$ cat src/hw/rtl/dlat_ram.sv
// ----------------------------------------------------------------------------
// dlat_ram
// Generic simple dual-port RAM: one write port, one registered read port.
// ----------------------------------------------------------------------------
module dlat_ram #(
  parameter int WIDTH = 16,
  parameter int DEPTH = 256,
  parameter int AW    = (DEPTH > 1) ? $clog2(DEPTH) : 1
) (
  input  logic             clk,
  input  logic             we,
  input  logic [AW-1:0]    waddr,
  input  logic [WIDTH-1:0] wdata,
  input  logic [AW-1:0]    raddr,
  output logic [WIDTH-1:0] rdata
);

  logic [WIDTH-1:0] mem [DEPTH];

  // write port
  always_ff @(posedge clk) begin
    if (we) begin
      mem[waddr] <= wdata;
    end
  end

  // registered read port
  always_ff @(posedge clk) begin
    rdata <= mem[raddr];
  end

endmodule

$ cat config.mk
export PLATFORM = sky130hd
export DESIGN_NAME = dlat_ram
export DESIGN_NICKNAME = d
export VERILOG_FILES = /design/src/hw/rtl/dlat_ram.sv
export SDC_FILE = /design/constraint.sdc
export NUM_CORES = 2
export LEC_CHECK = 0
export BUFFER_PORTS_ARGS = -buffer_cell sky130_fd_sc_hd__buf_2
export CELL_PAD_IN_SITES_DETAIL_PLACEMENT = 0
export CELL_PAD_IN_SITES_GLOBAL_PLACEMENT = 1
export CORE_ASPECT_RATIO = 1.2
export CORE_MARGIN = 2
export CORE_UTILIZATION = 55
export DETAILED_ROUTE_END_ITERATION = 6
export GPL_ROUTABILITY_DRIVEN = 0
export GPL_TIMING_DRIVEN = 0
export PLACE_DENSITY = 0.75
export SLEW_MARGIN = 15
export SYNTH_ARGS = -nofsm -noshare
export SYNTH_HDL_FRONTEND = slang
export SYNTH_SLANG_ARGS = --single-unit
$ cat constraint.sdc
create_clock -name clk -period 2.9 [get_ports clk]
set_clock_uncertainty 0.05 [all_clocks]
set_input_delay 0.145 -clock clk [delete_from_list [all_inputs] [get_ports clk]]
set_output_delay 0.145 -clock clk [all_outputs]
set_load 0.02 [all_outputs]
* Word-level counts from Yosys, hierarchy flattened
Memory sizes are Yosys's and may differ from the RTL's. A register that Yosys moved wholly into a read port is not among the register bits.
Cells that the tools add are included.
** Operators by class
- Mux-type cells :: 2
** Operators with widths (count)
- two-way mux 1 bit :: 2
** Word-level totals
- Memories :: 1
- Logic and storage cells :: 3
- Bits of input ports :: 34
- RAM bits :: 4096
- Register bits :: 0
** Memories
- mem :: words 256, width 16, rd ports 1, clocked after memory_dff 1, wr ports 1, RTL line 18 : logic [WIDTH-1:0] mem [DEPTH];

* Longest topological paths before layout
- Depth in word-level cells :: 2
- Gate-level depth with buffers :: 12
- Mapped depth without buffers :: 6

* Least setup slack after synthesis
OpenSTA, ideal clock, no wires.
- Path kind :: input to register
- Start point :: input port waddr[3]
- End point :: memory mem[235][0] (enable)
- Stages :: 6
- Data arrival time :: 1.922 ns
- Data required time :: 2.462 ns
- Library setup time :: 0.388 ns
- Slack :: 0.540 ns
- Path through :: clkbuf_1 > nor2b_1 > clkbuf_1 > nand4_1 > clkbuf_1 > nor2_1
** RTL lines
- start, declared :: RTL line 12 : input logic [AW-1:0] waddr,
- end, declared :: RTL line 18
No word-level cell before the write port.

==> results.json <==
{
  "final_cell_mix": "edfxtp_1, mux4_2, mux2i_1",
  "synth_edf_count": 4096,
  "reg2reg_depth": 5,
  "worstMarginPinSlew_ns": 1.29,
  "fmax_mhz": 317,
  "setup_viol": 359,
  "fin_area_mm2": 0.183,
  "drv_slew": 0,
  "yosys_most_used_dff": "edfxtp_1",
  "p_leak_uw": 0.0580,
  "hold_class": "input port to register",
  "ys_top_cells_by_area": "edfxtp_1, mux4_2, mux2i_1",
  "seqPwrFrac_pct": 52.8,
  "synth-seq-cells": 4112,
  "synth_cells": 7360,
  "p_per_area_mw_per_mm2": 677,
  "first_iter_violations": 12500,
  "critPathKind": "input port to register",
  "yosysTopAreaCell": "edfxtp_1",
  "firstDrtPassIters": 7,
  "clkPwrFrac_pct": 41.0,
  "cts_buffers": 391,
  "dieWidth_um": 494,
  "grt-ovfl-total": 0,
  "routed_wire_length_per_instance_um": 40.2,
  "clk-insertion-delay-late_ns": 0.96,
  "maxCapViolations": 0,
  "die-area_mm2": 0.293,
  "antenna_found_initial": 36,
  "cts_max_level": 5,
  "grt_pass1_vias": 81800,
  "syn_nets": 7394,
  "cp_slowest_cell": "clkbuf_4",
  "cts_tree": "done",
  "critical_path_required_ns": 3.62,
  "pre_cts_ws_ns": -2.76,
  "fin_crit_sh_pct": 109,
  "dp.cells": 11500,
  "slowest_delay_ns": 0.54,
  "crit_path_max_fanout": 10,
  "drtAntennaViolNets": 0,
  "remaining_drc_errors": 1,
  "core_area_mm2": 0.288,
  "crit_buf_inv": 5,
  "critPathMostFrequentCell": "buf_4",
  "seq_area_frac_synth_pct": 77.7,
  "vias": 83300,
  "finalCriticalPeriod_ns": 3.16,
  "hpwl_um": 340000,
  "place_area_mm2": 0.169,
  "hold_start": "wdata[9]",
  "clock_tree.root_cell": "clkbuf_16",
  "io-pin-count": 50,
  "wirelength_um": 492000,
  "ys_types": 52,
  "p_int_uw": 96600,
  "clock_sinks": 4112,
  "syn_avg_cell_area_um2": 21.6,
  "nets": 8115,
  "port_buffers": 39,
  "grt_usage_pct": 33.6,
  "reg2reg_to": "rdata[2]",
  "fin_ws_ns": -0.259,
  "hold_end": "mem[189][9]",
  "grt_setup_unrepaired": "true",
  "start_kind": "input port",
  "slew_headroom_pct": 14.2,
  "p_switching_uw": 27500,
  "start_util_pct": 55.1,
  "ir_drop_v": 0.000622,
  "violations": "DRC, setup timing",
  "hold_viol": 0,
  "p_sw_share_pct": 22.2,
  "synth_area_mm2": 0.159,
  "cp_data_arrival_time_ns": 3.88,
  "comb_power_share_pct": 6.1,
  "core.rowCount": 216,
  "grt_max_degree": 129,
  "grt_first_pass_wirelength_um": 667000,
  "whs_path_depth": 2,
  "drive_gt1_share_pct": 29.5,
  "syn_to_final_growth_pct": 15.4,
  "layout_commonest_cell": "edfxtp_1",
  "async_flop_share_pct": 0,
  "yosysWarnings": 0,
  "clkTransAtPathRegs_ns": 0.06,
  "p_total_uw": 124000,
  "critPathTopFamily": "buffers and inverters",
  "yosysTopAreaCellShare_pct": 77.5,
  "dieHeight_um": 592,
  "critPathCaptureType": "register",
  "avgViaCountPerCell": 6.81,
  "timing.rr.start": "mem[55][2]",
  "path_cells": "buf_4 -> buf_4 -> buf_4 -> buf_4 -> clkbuf_4 -> mux4_2 -> o22ai_1 -> nor3_1 -> nor3_2 -> nor4_4",
  "cts_buffer_depth": 4,
  "final_cells": 12200,
  "ff2ff_setup_slack_ns": -0.05,
  "final.fill_count": 19000,
  "outcome": "finished, violations left"
}
[cells by family (layout without fill, tap and decap cells)]
| family | after synthesis | after routing | synth area share (%) |
|---|---|---|---|
| AOI/OAI and AO/OA | 786 | 786 | 3.54 |
| buffers and inverters | 456 | 1494 | 1.69 |
| DFF | 4112 | 4112 | 77.7 |
| muxes | 1450 | 1450 | 15.5 |
| other | 0 | 18 | 0 |
| and+or+nand+nor | 556 | 556 | 1.57 |
[flip-flops by register name, summed over array words and instances (netlist names)]
signal and cells:
mem 4096, rdata 16
[how the worst max path moves through the flow]
stage	start	end	slack (ns)	depth (start not counted)
after global routing	raddr[2]	rdata[4]	-0.03	8
after floorplan	waddr[3]	mem[235][0]	0.54	6
final	raddr[1]	rdata[6]	-0.26	10
after global placement	raddr[2]	rdata[5]	-3.44	8
after detailed placement	raddr[2]	rdata[8]	-2.76	9
after CTS	raddr[2]	rdata[10]	-0.003	10
[metrics by stage]
stage	TNS, ns	hold WS, ns	util (%)
2_1_floorplan	0	0.194	-
3_3_place_gp	-	0.514	56.9
3_5_place_dp	-1775.63	0.492	58.7
4_1_cts	-0.00285	0.0988	63.5
5_1_grt	-0.108	0.136	63.6
6_report	-27.92	0.148	63.6
[routing by layer]
metal  up-vias  share of wire [%]  global-route usage (%)  wire, µm
met4        12                9.3                    25.7     45800
met3      1352                 10                    7.57     49800
met1     43600                 33                    40.7    163000
met2      5569                 47                    52.8    233000
met5         -              0.051                  0.0649       253
li1      32800                  -                       -         -
[final cells by class]
| type | instances | area [µm²] | share of cell area, % |
|---|---|---|---|
| Multi-Input combinational cell | 2792 | 34800 | 19.0 |
| Tap cell | 3815 | 4770 | 2.61 |
| Antenna cell | 18 | 45.0 | 0.0246 |
| Timing Repair Buffer | 328 | 4730 | 2.58 |
| Sequential cell | 4112 | 123000 | 67.3 |
| Clock buffer | 484 | 10400 | 5.68 |
| Clock inverter | 226 | 2140 | 1.17 |
| Buffer | 452 | 2970 | 1.62 |
| Inverter | 4 | 17.5 | 0.00956 |
[what timing repair did]
| item | CTS | global route |
|---|---|---|
| pin swaps | 1 | 9 |
| gates resized for setup | 286 | 87 |
| gates cloned | 0 | 0 |
| setup buffers | 0 | 7 |
| hold buffers | 16 | 0 |
| endpoints found under the hold margin | 2246 | 0 |
| endpoints found under the setup margin | 46 | 340 |
[cell usage after synthesis, types with 16 or more instances]
cell	count
nor4_1	17
a22o_1	32
mux2_2	88
a21oi_1	175
buf_1	27
a22oi_1	43
nand2_1	38
buf_4	26
buf_2	76
buf_6	77
nor2_1	304
clkbuf_1	230
dfxtp_1	16
edfxtp_1	4096
a211oi_1	18
mux4_2	797
o22ai_1	148
o32ai_1	20
nand3_1	35
a221oi_1	28
mux2i_1	565
nand4_1	26
o31ai_1	16
nor3_1	92
o21ai_0	37
o221ai_1	252
[power groups by stage]
stage	clock network, µW	logic, µW	registers (µW)
after floorplan	0	3230	66900
after global placement	0	6740	67100
final	50900	7610	65500
after global routing	53300	7670	65500
after detailed placement	0	7080	66800
after CTS	51000	7360	65500
Power figures use the tool's default switching activity.
