===== src/hw/rtl/dlat_pkg.sv =====
// ----------------------------------------------------------------------------
// dlat_pkg
// Types, constants and helpers shared by the dinucleotide look-ahead table.
// ----------------------------------------------------------------------------
package dlat_pkg;

  // alphabet and score formats
  localparam int ALPHABET_SIZE = 4;
  localparam int SYM_W         = 2;
  localparam int PROW_W        = 4;
  localparam int SCORE_W       = 16;
  localparam int SUM_W         = 24;

  localparam logic signed [SUM_W-1:0] Q24_MAX = 24'sh7FFFFF;
  localparam logic signed [SUM_W-1:0] Q24_MIN = -24'sh800000;

  // sequencer states
  typedef enum logic [2:0] {
    ST_IDLE,
    ST_CALC,
    ST_DRAIN,
    ST_STEP,
    ST_TOTAL,
    ST_ERD,
    ST_ELD
  } state_t;

  // one look-ahead entry handed to the output register
  typedef struct packed {
    logic [3:0]               column;
    logic [SYM_W-1:0]         symbol;
    logic                     fin;
    logic signed [SUM_W-1:0]  max_total;
    logic signed [SUM_W-1:0]  min_total;
  } emit_t;

  // score plus running sum, saturated to the signed 24-bit range
  function automatic logic signed [SUM_W-1:0] sat_add(
    input logic signed [SCORE_W-1:0] a,
    input logic signed [SUM_W-1:0]   b
  );
    logic signed [SUM_W:0] s;
    s = (SUM_W+1)'(a) + (SUM_W+1)'(b);
    if (s[SUM_W] != s[SUM_W-1]) begin
      sat_add = s[SUM_W] ? Q24_MIN : Q24_MAX;
    end else begin
      sat_add = s[SUM_W-1:0];
    end
  endfunction

endpackage


===== src/hw/rtl/dlat_core.sv =====
// ----------------------------------------------------------------------------
// dlat_core
// Backward max-plus / min-plus recurrence over the score memory, writing the
// look-ahead table, then walking the table out one entry at a time.
// ----------------------------------------------------------------------------
module dlat_core #(
  parameter int MAX_COLS = 16,
  parameter int CW       = (MAX_COLS > 1) ? $clog2(MAX_COLS) : 1
) (
  input  logic                                  clk,
  input  logic                                  rst,
  input  logic                                  start,
  input  logic [CW-1:0]                         n_last,
  input  logic                                  slot_free,
  output logic                                  busy,
  output logic [CW+dlat_pkg::PROW_W-1:0]        sc_raddr,
  input  logic [dlat_pkg::SCORE_W-1:0]          sc_rdata,
  output logic                                  tb_we,
  output logic [CW+dlat_pkg::SYM_W-1:0]         tb_waddr,
  output logic [dlat_pkg::SUM_W-1:0]            tb_wdata,
  output logic [CW+dlat_pkg::SYM_W-1:0]         tb_raddr,
  output logic                                  emit_ld,
  output dlat_pkg::emit_t                       emit
);

  dlat_pkg::state_t state, state_next;

  logic [CW-1:0]                 col;
  logic [CW-1:0]                 nlast;
  logic [3:0]                    idx;
  logic                          first_col;
  logic                          b_valid;
  logic [3:0]                    b_idx;
  logic [dlat_pkg::SYM_W-1:0]    b_s;
  logic [dlat_pkg::SYM_W-1:0]    b_t;
  logic signed [dlat_pkg::SUM_W-1:0] acc_max;
  logic signed [dlat_pkg::SUM_W-1:0] acc_min;
  logic signed [dlat_pkg::SUM_W-1:0] cur_max [dlat_pkg::ALPHABET_SIZE];
  logic signed [dlat_pkg::SUM_W-1:0] cur_min [dlat_pkg::ALPHABET_SIZE];
  logic signed [dlat_pkg::SUM_W-1:0] nxt_max [dlat_pkg::ALPHABET_SIZE];
  logic signed [dlat_pkg::SUM_W-1:0] nxt_min [dlat_pkg::ALPHABET_SIZE];
  logic signed [dlat_pkg::SUM_W-1:0] max_total;
  logic signed [dlat_pkg::SUM_W-1:0] min_total;
  logic [CW-1:0]                 ocol;
  logic [dlat_pkg::SYM_W-1:0]    osym;
  logic                          fin;

  logic signed [dlat_pkg::SCORE_W-1:0] sc;
  logic signed [dlat_pkg::SUM_W-1:0]   sum_max, sum_min, best_max, best_min;
  logic signed [dlat_pkg::SUM_W-1:0]   tot_max, tot_min, m01, m23, n01, n23;

  assign b_s = b_idx[3:2];
  assign b_t = b_idx[1:0];
  assign sc  = $signed(sc_rdata);
  assign fin = (ocol == nlast) && (osym == 2'd3);

  // score read address: column being worked, pair row 4*s+t
  assign sc_raddr = {col, idx};
  assign tb_raddr = {ocol, osym};

  // recurrence step on the word returned by the score memory
  always_comb begin
    if (first_col) begin
      sum_max = dlat_pkg::SUM_W'(sc);
      sum_min = dlat_pkg::SUM_W'(sc);
    end else begin
      sum_max = dlat_pkg::sat_add(sc, nxt_max[b_t]);
      sum_min = dlat_pkg::sat_add(sc, nxt_min[b_t]);
    end
    best_max = ((b_t == 2'd0) || (sum_max > acc_max)) ? sum_max : acc_max;
    best_min = ((b_t == 2'd0) || (sum_min < acc_min)) ? sum_min : acc_min;
  end

  // table write when the fourth term of a symbol is in
  assign tb_we    = b_valid && (b_t == 2'd3);
  assign tb_waddr = {col, b_s};
  assign tb_wdata = best_max;

  // totals over the column-0 entries
  always_comb begin
    m01 = (nxt_max[1] > nxt_max[0]) ? nxt_max[1] : nxt_max[0];
    m23 = (nxt_max[3] > nxt_max[2]) ? nxt_max[3] : nxt_max[2];
    tot_max = (m23 > m01) ? m23 : m01;
    n01 = (nxt_min[1] < nxt_min[0]) ? nxt_min[1] : nxt_min[0];
    n23 = (nxt_min[3] < nxt_min[2]) ? nxt_min[3] : nxt_min[2];
    tot_min = (n23 < n01) ? n23 : n01;
  end

  // entry handed to the output register
  always_comb begin
    emit.column    = 4'(ocol);
    emit.symbol    = osym;
    emit.fin       = fin;
    emit.max_total = fin ? max_total : '0;
    emit.min_total = fin ? min_total : '0;
  end

  // state register
  always_ff @(posedge clk) begin
    if (rst) begin
      state <= dlat_pkg::ST_IDLE;
    end else begin
      state <= state_next;
    end
  end

  // next state and strobes
  always_comb begin
    state_next = state;
    emit_ld    = 1'b0;
    busy       = 1'b1;
    unique case (state)
      dlat_pkg::ST_IDLE: begin
        busy = 1'b0;
        if (start) state_next = dlat_pkg::ST_CALC;
      end
      dlat_pkg::ST_CALC: begin
        if (idx == 4'd15) state_next = dlat_pkg::ST_DRAIN;
      end
      dlat_pkg::ST_DRAIN: begin
        state_next = dlat_pkg::ST_STEP;
      end
      dlat_pkg::ST_STEP: begin
        state_next = (col == '0) ? dlat_pkg::ST_TOTAL : dlat_pkg::ST_CALC;
      end
      dlat_pkg::ST_TOTAL: begin
        state_next = dlat_pkg::ST_ERD;
      end
      dlat_pkg::ST_ERD: begin
        state_next = dlat_pkg::ST_ELD;
      end
      dlat_pkg::ST_ELD: begin
        if (slot_free) begin
          emit_ld    = 1'b1;
          state_next = fin ? dlat_pkg::ST_IDLE : dlat_pkg::ST_ERD;
        end
      end
      default: state_next = dlat_pkg::ST_IDLE;
    endcase
  end

  // control counters
  always_ff @(posedge clk) begin
    if (rst) begin
      b_valid   <= 1'b0;
      idx       <= '0;
      col       <= '0;
      nlast     <= '0;
      first_col <= 1'b0;
      ocol      <= '0;
      osym      <= '0;
      max_total <= '0;
      min_total <= '0;
    end else begin
      b_valid <= (state == dlat_pkg::ST_CALC);
      if (state == dlat_pkg::ST_IDLE && start) begin
        col       <= n_last;
        nlast     <= n_last;
        idx       <= '0;
        first_col <= 1'b1;
      end
      if (state == dlat_pkg::ST_CALC) idx <= idx + 4'd1;
      if (state == dlat_pkg::ST_STEP) begin
        first_col <= 1'b0;
        if (col != '0) col <= col - CW'(1);
      end
      if (state == dlat_pkg::ST_TOTAL) begin
        max_total <= tot_max;
        min_total <= tot_min;
        ocol      <= '0;
        osym      <= '0;
      end
      if (emit_ld) begin
        osym <= osym + 2'd1;
        if (osym == 2'd3) ocol <= ocol + CW'(1);
      end
    end
  end

  // accumulators and column buffers
  always_ff @(posedge clk) begin
    b_idx <= idx;
    if (b_valid) begin
      acc_max <= best_max;
      acc_min <= best_min;
      if (b_t == 2'd3) begin
        cur_max[b_s] <= best_max;
        cur_min[b_s] <= best_min;
      end
    end
    if (state == dlat_pkg::ST_STEP) begin
      nxt_max <= cur_max;
      nxt_min <= cur_min;
    end
  end

  // checks
  a_tb_write_in_calc: assert property (@(posedge clk) disable iff (rst)
    tb_we |-> (state == dlat_pkg::ST_CALC || state == dlat_pkg::ST_DRAIN))
    else $error("table written outside the recurrence");

  a_calc_feeds_b: assert property (@(posedge clk) disable iff (rst)
    state == dlat_pkg::ST_CALC |=> b_valid)
    else $error("score read not followed by recurrence step");

  a_last_col_total: assert property (@(posedge clk) disable iff (rst)
    (state == dlat_pkg::ST_STEP && col == '0) |=> state == dlat_pkg::ST_TOTAL)
    else $error("column zero not followed by totals");

  a_emit_free: assert property (@(posedge clk) disable iff (rst)
    emit_ld |-> (state == dlat_pkg::ST_ELD && slot_free))
    else $error("entry emitted without a free output slot");

  a_start_idle: assert property (@(posedge clk) disable iff (rst)
    start |-> !busy)
    else $error("start while busy");

endmodule


===== config.mk =====
export PLATFORM = sky130hd
export DESIGN_NAME = dlat_core
export DESIGN_NICKNAME = d
export VERILOG_FILES = /design/src/hw/rtl/dlat_pkg.sv /design/src/hw/rtl/dlat_core.sv
export SDC_FILE = /design/constraint.sdc
export NUM_CORES = 1
export LEC_CHECK = 0
export ABC_AREA = 1
export BUFFER_PORTS_ARGS = -buffer_cell sky130_fd_sc_hd__buf_2
export CAP_MARGIN = 10
export CELL_PAD_IN_SITES_DETAIL_PLACEMENT = 1
export CELL_PAD_IN_SITES_GLOBAL_PLACEMENT = 2
export CORE_MARGIN = 2
export CORE_UTILIZATION = 35
export DETAILED_ROUTE_END_ITERATION = 6
export PLACE_DENSITY = 0.68
export SLEW_MARGIN = 25
export SYNTH_ARGS = -nofsm -noshare
export SYNTH_HDL_FRONTEND = slang
export SYNTH_SLANG_ARGS = --single-unit

===== constraint.sdc =====
create_clock -name clk -period 19.2 [get_ports clk]
set_input_delay 0 -clock clk [delete_from_list [all_inputs] [get_ports clk]]
set_output_delay 0 -clock clk [all_outputs]
set_load 0.02 [all_outputs]

# After elaboration in Yosys (flattened, before gate mapping)
# Cells that the tools add are included.
# totals
regBits	507
input_bits	24
out_inout_bits	102
wordCells	123
# classes
add_sub_neg	6
magnitude_cmp	11
n_eq_ne	15
mux	45
n_bitwise	2
reduce_logical	15
# ops
cell	count
$mux 24	21
$bwmux 96	2
$bmux 24 s2	2
$gt 24x24->1	4
$lt 24x24->1	4
$add 16x24->25	2
$demux 24 s2	1
$mux 4	8
$pmux 3 s7	1
$mux 3	5
$eq 3x3->1 const B	3
$add 4x1->4 const B	2
$eq 3x2->1 const B	2
$ge 3x3->1 const B	2
$ne 2x2->1 const B	3
$not 2->3	2
$eq 2x2->1 const B	2
$eq 4x4->1	1
$eq 4x4->1 const B	1
$logic_and 1x1->1	4
$logic_not 4->1	1
$mux 2	2
$reduce_bool 2->1	2
$reduce_bool 4->1	1
other kinds (12)	16

# Logic depth before layout (Yosys ltp)
# Gate-level depths: netlist (run 1).
# logic_depth
depth_word	12
depth_mapped	39
ltp_nobuf	34

# Least setup slack after synthesis (run 1)
# OpenSTA, ideal clock, no wires.
# synth_timing
path_kind	flip-flop to flip-flop
start	register state[0]
end	register col[0]
setup_time_ps	155
arrival_ps	16197
required_time_ps	19045
setup_slack_ps	2849
path_stages_with_launch	6
n_path_buf	0
synth_period_minus_slack_ps	16351
path_cell_list	dfxtp_1 -> inv_1 -> nor3_1 -> nand2_1 -> o21ai_0 -> a31oi_1
# synth_between
elab_chain_len	5
elab_cells_between_ends	6
cone_classes	eq/ne (1); mux (3); reduce/logical (2)
# synth_lines
element	line_no	rtl
start, declared	dlat_core.sv:26	dlat_pkg::state_t state, state_next;
start signal, assigned	dlat_core.sv:101	state <= dlat_pkg::ST_IDLE;
start signal, assigned	dlat_core.sv:103	state <= state_next;
$logic_not 3->1	dlat_core.sv:156	if (state == dlat_pkg::ST_IDLE && start) begin
$logic_and 1x1->1	dlat_core.sv:156	
$mux 4	dlat_core.sv:156	
$mux 4	dlat_core.sv:165	if (col != '0) col <= col - CW'(1);
$mux 4 *	dlat_core.sv:163	if (state == dlat_pkg::ST_STEP) begin
end signal, assigned	dlat_core.sv:157	col <= n_last;
end signal, assigned	dlat_core.sv:165	
end, declared	dlat_core.sv:28	logic [CW-1:0] col;
# Every way passes the cells marked *; elsewhere a longest branch is shown, timed or not.
# A chain may end at the register's enable or synchronous reset.

# Worst setup path in the final report (run 1)
# layout_timing
start	register b_idx[0]
end	output port tb_wdata[22] in the netlist's numbering
# layout_between
elab_chain_len	11
elab_cells_between_ends	13
cone_classes	add/sub (1); order compare (1); eq/ne (1); mux (7); bitwise (1); reduce/logical (2)
# layout_lines
element	line_no	rtl
start, declared	dlat_core.sv:33	logic [3:0] b_idx;
start signal, assigned	dlat_core.sv:182	b_idx <= idx;
$not 2->3 (implied by the code)	dlat_core.sv:67	sum_max = dlat_pkg::sat_add(sc, nxt_max[b_t]);
$bmux 24 s2	dlat_core.sv:67	
$mux 24 (implied by the code) (2 in series)	dlat_core.sv:67	
$add 16x24->25	dlat_pkg.sv:43	s = (SUM_W+1)'(a) + (SUM_W+1)'(b);
$mux 24 / $ne 1x1->1 (equally long branches)	dlat_pkg.sv:45, dlat_pkg.sv:44	
$mux 24	dlat_pkg.sv:44	if (s[SUM_W] != s[SUM_W-1]) begin
$mux 24	dlat_core.sv:63	if (first_col) begin
$gt 24x24->1	dlat_core.sv:70	best_max = ((b_t == 2'd0) || (sum_max > acc_max)) ? sum_max : acc_max;
$logic_or 1x1->1	dlat_core.sv:70	
$mux 24 *	dlat_core.sv:70	
end, declared	dlat_core.sv:20	output logic [dlat_pkg::SUM_W-1:0] tb_wdata,
# Every way passes the cells marked *; elsewhere a longest branch is shown, timed or not. The select of a mux whose other input is x is not followed.

==> metrics.cfg, run 1 <==
[min_path]
hold_path.class = in2reg
hp-start = rst
whs_path_depth = 3
min_to = max_total[8]$_SDFFE_PP0P_

[placement]
pre_cts_ws_ns = 9.97
numPortBuffers = 125
dpl.hpwl_mm = 66.4
gp_congestion = 0.849

[clocking]
clockBufferDepth = 3
clock_sinks = 507
cts-root-buf = clkbuf_16
cts_setup_buffers = 0
path_clk_slew_ns = 0.06
clock_latency_ns = 0.63
cts_tree = built
numCtsBuffers = 58
htree_levels = 2

[timing]
fin_ws_ns = 9.44
final_hold_viol_count = 0
rsz0062_at_grt = false
period_share = 0.508
maxSlewViolCount = 0
post-route-min-period_ns = 9.76
setup_viol = 0
fmax_mhz = 102
setup_tns_ns = 0
relSlewSlack = 0.317
worst_slew_pin_slew_ns = 1.02
fin_skew_ns = 0.0282

[logic_synthesis]
syn_nets = 3167
synth-warning-count = 0
synth-main-ff-cell = edfxtp_1
netlist_area_um2 = 27800
syn_avg_cell_area_um2 = 9.59
synth_seq_area_share = 0.521
synth-edff-count = 432
async_reset_ff_frac = 0
synth_cells = 2897
yosys_register_bits = 507
synth_cell_type_count = 64

[routing]
routed_wl_mm = 89.6
dr.first_iter.drc_count = 1533
drc = 0
drtPass1Iterations = 5
wire_per_inst_um = 21.9
viasPerCell = 5.19
num_vias = 21260
antenna_left = 0

[power]
vdd_drop_max_v = 0.000151
leakagePower_nw = 12.8
seq_power_share = 0.316
p_total_w = 0.00481
p_comb_frac = 0.443
internal-power_w = 0.00277
power_density_nw_per_um2 = 153
pwr-share-clk = 0.241
p_sw_w = 0.00203
swShare = 0.423

[critical_path]
reg2reg_to = cur_max[70]$_DFFE_PP_
r2r_slack_ns = 10.04
worstRegToRegCells = 33
cp.arrival_ns = 9.76
cpPeakStageDelay_ns = 0.81
endpoint_kind = primary output
start_kind = register
crit_fanout = 73
cpMostUsedCell = nand2_1
critPathBufInv = 5
cpMaxStageDelayCell = o21ai_1
worstPathRequired_ns = 19.20
worstSetupPathType = reg2out
reg2reg_from = b_idx[0]$_DFF_P_
path_delay_family = compound AO/OA/AOI/OAI gates

[layout]
fin_nets = 3265
synthToLayoutAreaGrowth_pct = 13.2
fillers = 8927
final_common_cell = nand2_1
final_cell_mix = nand2_1 (441), edfxtp_1 (432), inv_1 (332), a21oi_1 (293), nor2_1 (275)
drive_gt1_frac = 0.121
final_core_util = 0.399

[grt]
grtUsageTotal = 0.217
grt_pass1_wl_mm = 134
overflow = 0
grt_start_max_net_pins = 146
grt_pass1_vias = 21420
antenna_found_initial = 4

[floorplan]
rows = 103
dieArea_um2 = 81600
io_pins = 126
start_util = 0.353
core-area_um2 = 78700
die_h_um = 286
die_w_um = 286

[outcome]
outcome = completed

[run]
drv_cap = 0

per-stage QoR:
step | cells | hold slack [ns] | cell area [um2]
6_report | 4093 | 0.0486 | 31500
5_1_grt | 4091 | 0.0589 | 31400
4_1_cts | 4091 | 0.0235 | 31400
3_5_place_dp | 3979 | 0.297 | 29400
3_3_place_gp | 3979 | 0.295 | 29400
2_1_floorplan | 2897 | 0.151 | 27800
metal layers:
layer / wire (um) / part of all wire / vias up / GRT usage
met2: 38000 / 0.42 / 504 / 0.326
li1: - / - / 10263 / -
met5: 0 / 0 / - / 0
met1: 44600 / 0.50 / 10395 / 0.328
met4: 1730 / 0.019 / 0 / 0.0462
met3: 5300 / 0.059 / 98 / 0.0341
cell usage after synthesis, drive strengths merged (2+ instances only):
library cell  count  share of area
nor2            278          0.038
o21a              6         0.0016
a211oi           14         0.0038
buf              48          0.012
o22ai            23         0.0052
xnor2             6         0.0019
edfxtp          432           0.47
nand3           131          0.029
o21ai           285          0.054
or2              32         0.0072
nor3             21         0.0041
nor4              7         0.0016
clkbuf           73         0.0099
xor2             22         0.0072
fa                2         0.0014
nand4            20         0.0047
a21o              7         0.0019
a21oi           305          0.057
o211ai           31         0.0084
o221a             4         0.0016
a31oi             7         0.0016
inv             341          0.046
o31ai             2        0.00054
a221oi            2        0.00086
ha              244           0.11
o21bai            3        0.00081
dfxtp            75          0.054
nand2           451          0.063
a21boi            5         0.0015
o221ai            6         0.0019
power groups by stage:
stage                     combinational (W)  clock, W  sequential [W]
after floorplan                     0.00136         0         0.00154
after global placement              0.00207         0         0.00154
after detailed placement            0.00214         0         0.00154
after CTS                           0.00215   0.00119         0.00152
after global routing                0.00238   0.00123         0.00153
final                               0.00213   0.00116         0.00152
how the worst max path moves through the flow:
stage | start | end | slack, ns | cells past startpoint
6_report | b_idx[0]$_DFF_P_ | tb_wdata[22] | 9.44 | 34
5_1_grt | b_idx[0]$_DFF_P_ | tb_wdata[22] | 8.60 | 31
4_1_cts | b_idx[0]$_DFF_P_ | tb_wdata[22] | 9.30 | 29
3_5_place_dp | b_idx[0]$_DFF_P_ | cur_max[70]$_DFFE_PP_ | 9.97 | 32
3_3_place_gp | b_idx[0]$_DFF_P_ | cur_max[70]$_DFFE_PP_ | 10.19 | 28
2_1_floorplan | state[0]$_SDFFE_PP0P_ | col[0]$_SDFF_PP0_ | 2.85 | 5
layout make-up:
class	instances	area (um2)	share of cell area
flip-flops and latches	507	14500	0.460
multi-input cells	1927	11500	0.365
clock buffers	65	1500	0.0477
well taps	1050	1310	0.0418
inverters	342	1280	0.0409
repair buffers	159	908	0.0289
clock inverters	41	498	0.0158
diodes	2	5.00	0.000159
cells by family after synthesis:
group                    share of synthesized area
flip-flops                                   0.521
buffers and inverters                       0.0679
AO/OA/AOI/OAI                                0.143
AND/OR/NAND/NOR                              0.148
XOR/XNOR                                   0.00910
adder cells (fa/ha/maj)                      0.111
registers in the layout (all words and copies together), names as in the netlist, 3 cells and up:
register   flops
cur_max       96
cur_min       96
nxt_max       96
nxt_min       96
acc_max       24
acc_min       24
max_total     24
min_total     24
b_idx          4
col            4
idx            4
nlast          4
ocol           4
state          3
repair_timing:
| action | in CTS | in global routing |
|---|---|---|
| resized for setup | 0 | 0 |
| hold endpoints to repair | 15 | 0 |
| hold buffers | 6 | 0 |
worst min-delay path, delay by kind of cell:
| family | cells | cell delay [ns] |
|---|---|---|
| AO/OA/AOI/OAI | 1 | 0.19 |
| buffers and inverters | 2 | 0.43 |
(Power assumes the default switching activity.)
==> inputs of run 2 (changes only) <==
- clock period: 19.2 -> 10.2 ns (I/O delays scaled with it)
==> metrics.cfg, run 2 (same netlist as run 1, synthesis figures left out) <==
[outcome]
outcome = completed

[power]
pwr-share-clk = 0.229  ; -0.012
seq_power_share = 0.326  ; +0.010
power_density_nw_per_um2 = 280  ; +83%
leakagePower_nw = 12.7  ; -0.48%
internal-power_w = 0.00511  ; +84%
swShare = 0.418  ; -0.00477
vdd_drop_max_v = 0.000172  ; +13%
p_comb_frac = 0.445  ; +0.002
p_sw_w = 0.00367  ; +81%

[layout]
final_cell_mix = nand2_1 (441), edfxtp_1 (432), inv_1 (332), a21oi_1 (293), nor2_1 (275)
drive_gt1_frac = 0.122  ; +0.000338
fin_area_um2 = 31300  ; -0.38%
synthToLayoutAreaGrowth_pct = 12.8
fin_nets = 3272  ; +0.21%
final_common_cell = nand2_1
antenna_cells = 0  ; -2

[timing]
setup_tns_ns = 0  ; unchanged
post-route-min-period_ns = 9.53
fin_skew_ns = 0.0374  ; +0.00921 ns
final_hold_viol_count = 0  ; unchanged
fmax_mhz = 105
rsz0062_at_grt = false
relSlewSlack = 0.305  ; -0.0127
maxSlewViolCount = 0  ; unchanged
period_share = 0.934
worst_slew_pin_slew_ns = 1.04  ; +0.0228 ns
setup_viol = 0  ; unchanged

[critical_path]
cp.arrival_ns = 9.53  ; -0.23 ns
crit_fanout = 53  ; -27%
cpMaxStageDelayCell = o21ai_0
reg2reg_to = acc_max[23]$_DFFE_PP_
reg2reg_from = b_idx[0]$_DFF_P_
r2r_slack_ns = 1.26  ; -8.78 ns
cpMostUsedCell = nand2_1
worstRegToRegCells = 35  ; +6.1%
start_kind = register
endpoint_kind = primary output
worstSetupPathType = reg2out
cpPeakStageDelay_ns = 0.82  ; about the same
worstPathRequired_ns = 10.20  ; -9.00 ns

[run]
drv_cap = 0  ; unchanged

[routing]
routed_wl_mm = 93.9  ; +4.8%
antenna_left = 0  ; unchanged
wire_per_inst_um = 22.9  ; +4.6%
dr.first_iter.drc_count = 1417  ; -7.6%
num_vias = 21434  ; +0.82%
viasPerCell = 5.23  ; +0.67%
drc = 0  ; unchanged
drtPass1Iterations = 6  ; +1

[clocking]
htree_levels = 2  ; unchanged
clock_latency_ns = 0.64  ; about the same
path_clk_slew_ns = 0.06  ; about the same
cts_tree = built
clockBufferDepth = 3  ; unchanged
numCtsBuffers = 57  ; -1.7%
cts-resized-gates = 0  ; unchanged
cts_setup_buffers = 0  ; unchanged
cts-root-buf = clkbuf_16
clock_sinks = 507  ; unchanged

[min_path]
hold_path.class = in2reg
min_to = nlast[2]$_SDFFE_PP0P_
hp-start = rst
whs_path_depth = 3  ; unchanged

[placement]
numPortBuffers = 125  ; unchanged
gp_congestion = 0.880  ; +3.7%
dpl.hpwl_mm = 70.2  ; +5.6%
post_dp_cell_area_um2 = 29500  ; +0.23%

[grt]
overflow = 0  ; unchanged
grtUsageTotal = 0.229  ; +0.0121
grt_pass1_vias = 22029  ; +2.8%
grt_pass1_wl_mm = 140  ; +4.2%
antenna_found_initial = 0  ; -4
grt_start_max_net_pins = 69  ; -53%

[floorplan]
io_pins = 126  ; unchanged
die_h_um = 286  ; unchanged
start_util = 0.353  ; unchanged
rows = 103  ; unchanged
dieArea_um2 = 81600  ; unchanged
core-area_um2 = 78700  ; unchanged
die_w_um = 286  ; unchanged

-- run 2: changes by cell type in the layout (fill, tap and decap cells not counted), sizes merged --
cell	previous run	this run
buf	153	161
clkbuf	65	72
bufinv	10	4
clkinv	27	23
clkinvlp	3	7
diode	2	0
inv	343	342
-- run 2: repair_timing --
action,in CTS,in global routing
endpoints found under the setup margin,0,0
hold endpoints to repair,15,0
hold buffers,6,0
-- run 2: power groups by stage --
stage	logic [W]	clock network, W	registers, W
after floorplan	0.00257	0	0.00290
after global placement	0.00378	0	0.00290
after detailed placement	0.00391	0	0.00290
after CTS	0.00394	0.00207	0.00286
after global routing	0.00437	0.00214	0.00287
final	0.00391	0.00201	0.00286
-- run 2: final cells by class --
type                            instances  area (um2)
Clock inverter                         34         292
Sequential cell                       507       14500
Multi-Input combinational cell       1927       11500
Clock buffer                           72        1530
Timing Repair Buffer                  167         968
Tap cell                             1050        1310
Fill cell                            8947       47400
Inverter                              342        1280
-- run 2: per-stage QoR --
step	worst slack (ns)	hold slack, ns	total power (W)	cells	utilization
after floorplan	0.493	0.151	0.00546	2897	-
after global placement	1.72	0.304	0.00668	3987	0.374
after detailed placement	1.39	0.309	0.00681	3987	0.374
after CTS	0.728	0.0114	0.00887	4099	0.398
after global routing	0.0128	0.0437	0.00938	4099	0.398
final	0.674	0.0351	0.00878	4099	0.398
-- run 2: metal layers --
metal	wire length, um	track usage	up-vias
met2	40900	0.357	445
met5	0	0	-
met1	46700	0.341	10624
met3	4510	0.0275	96
li1	-	-	10269
met4	1720	0.0474	0
-- run 2: critical path: cells and delay by family (launching register included) --
family                     cells  cell delay (ns)
adders and majority gates      4             1.07
and+or+nand+nor               11             1.68
xor gates and xnor gates       2             0.30
DFF                            1             0.31
AOI/OAI and AO/OA             12             2.59
buffers and inverters          7             2.86
-- run 2: worst max-delay path by stage --
| stage | cells past startpoint | endpoint | startpoint | slack [ns] |
|---|---|---|---|---|
| after floorplan | 5 | col[0]$_SDFF_PP0_ | state[0]$_SDFFE_PP0P_ | 0.49 |
| after global placement | 35 | cur_max[47]$_DFFE_PP_ | b_idx[0]$_DFF_P_ | 1.72 |
| after detailed placement | 35 | cur_max[23]$_DFFE_PP_ | b_idx[0]$_DFF_P_ | 1.39 |
| after CTS | 36 | tb_wdata[23] | b_idx[0]$_DFF_P_ | 0.73 |
| after global routing | 36 | tb_wdata[23] | b_idx[0]$_DFF_P_ | 0.01 |
| final | 36 | tb_wdata[23] | b_idx[0]$_DFF_P_ | 0.67 |
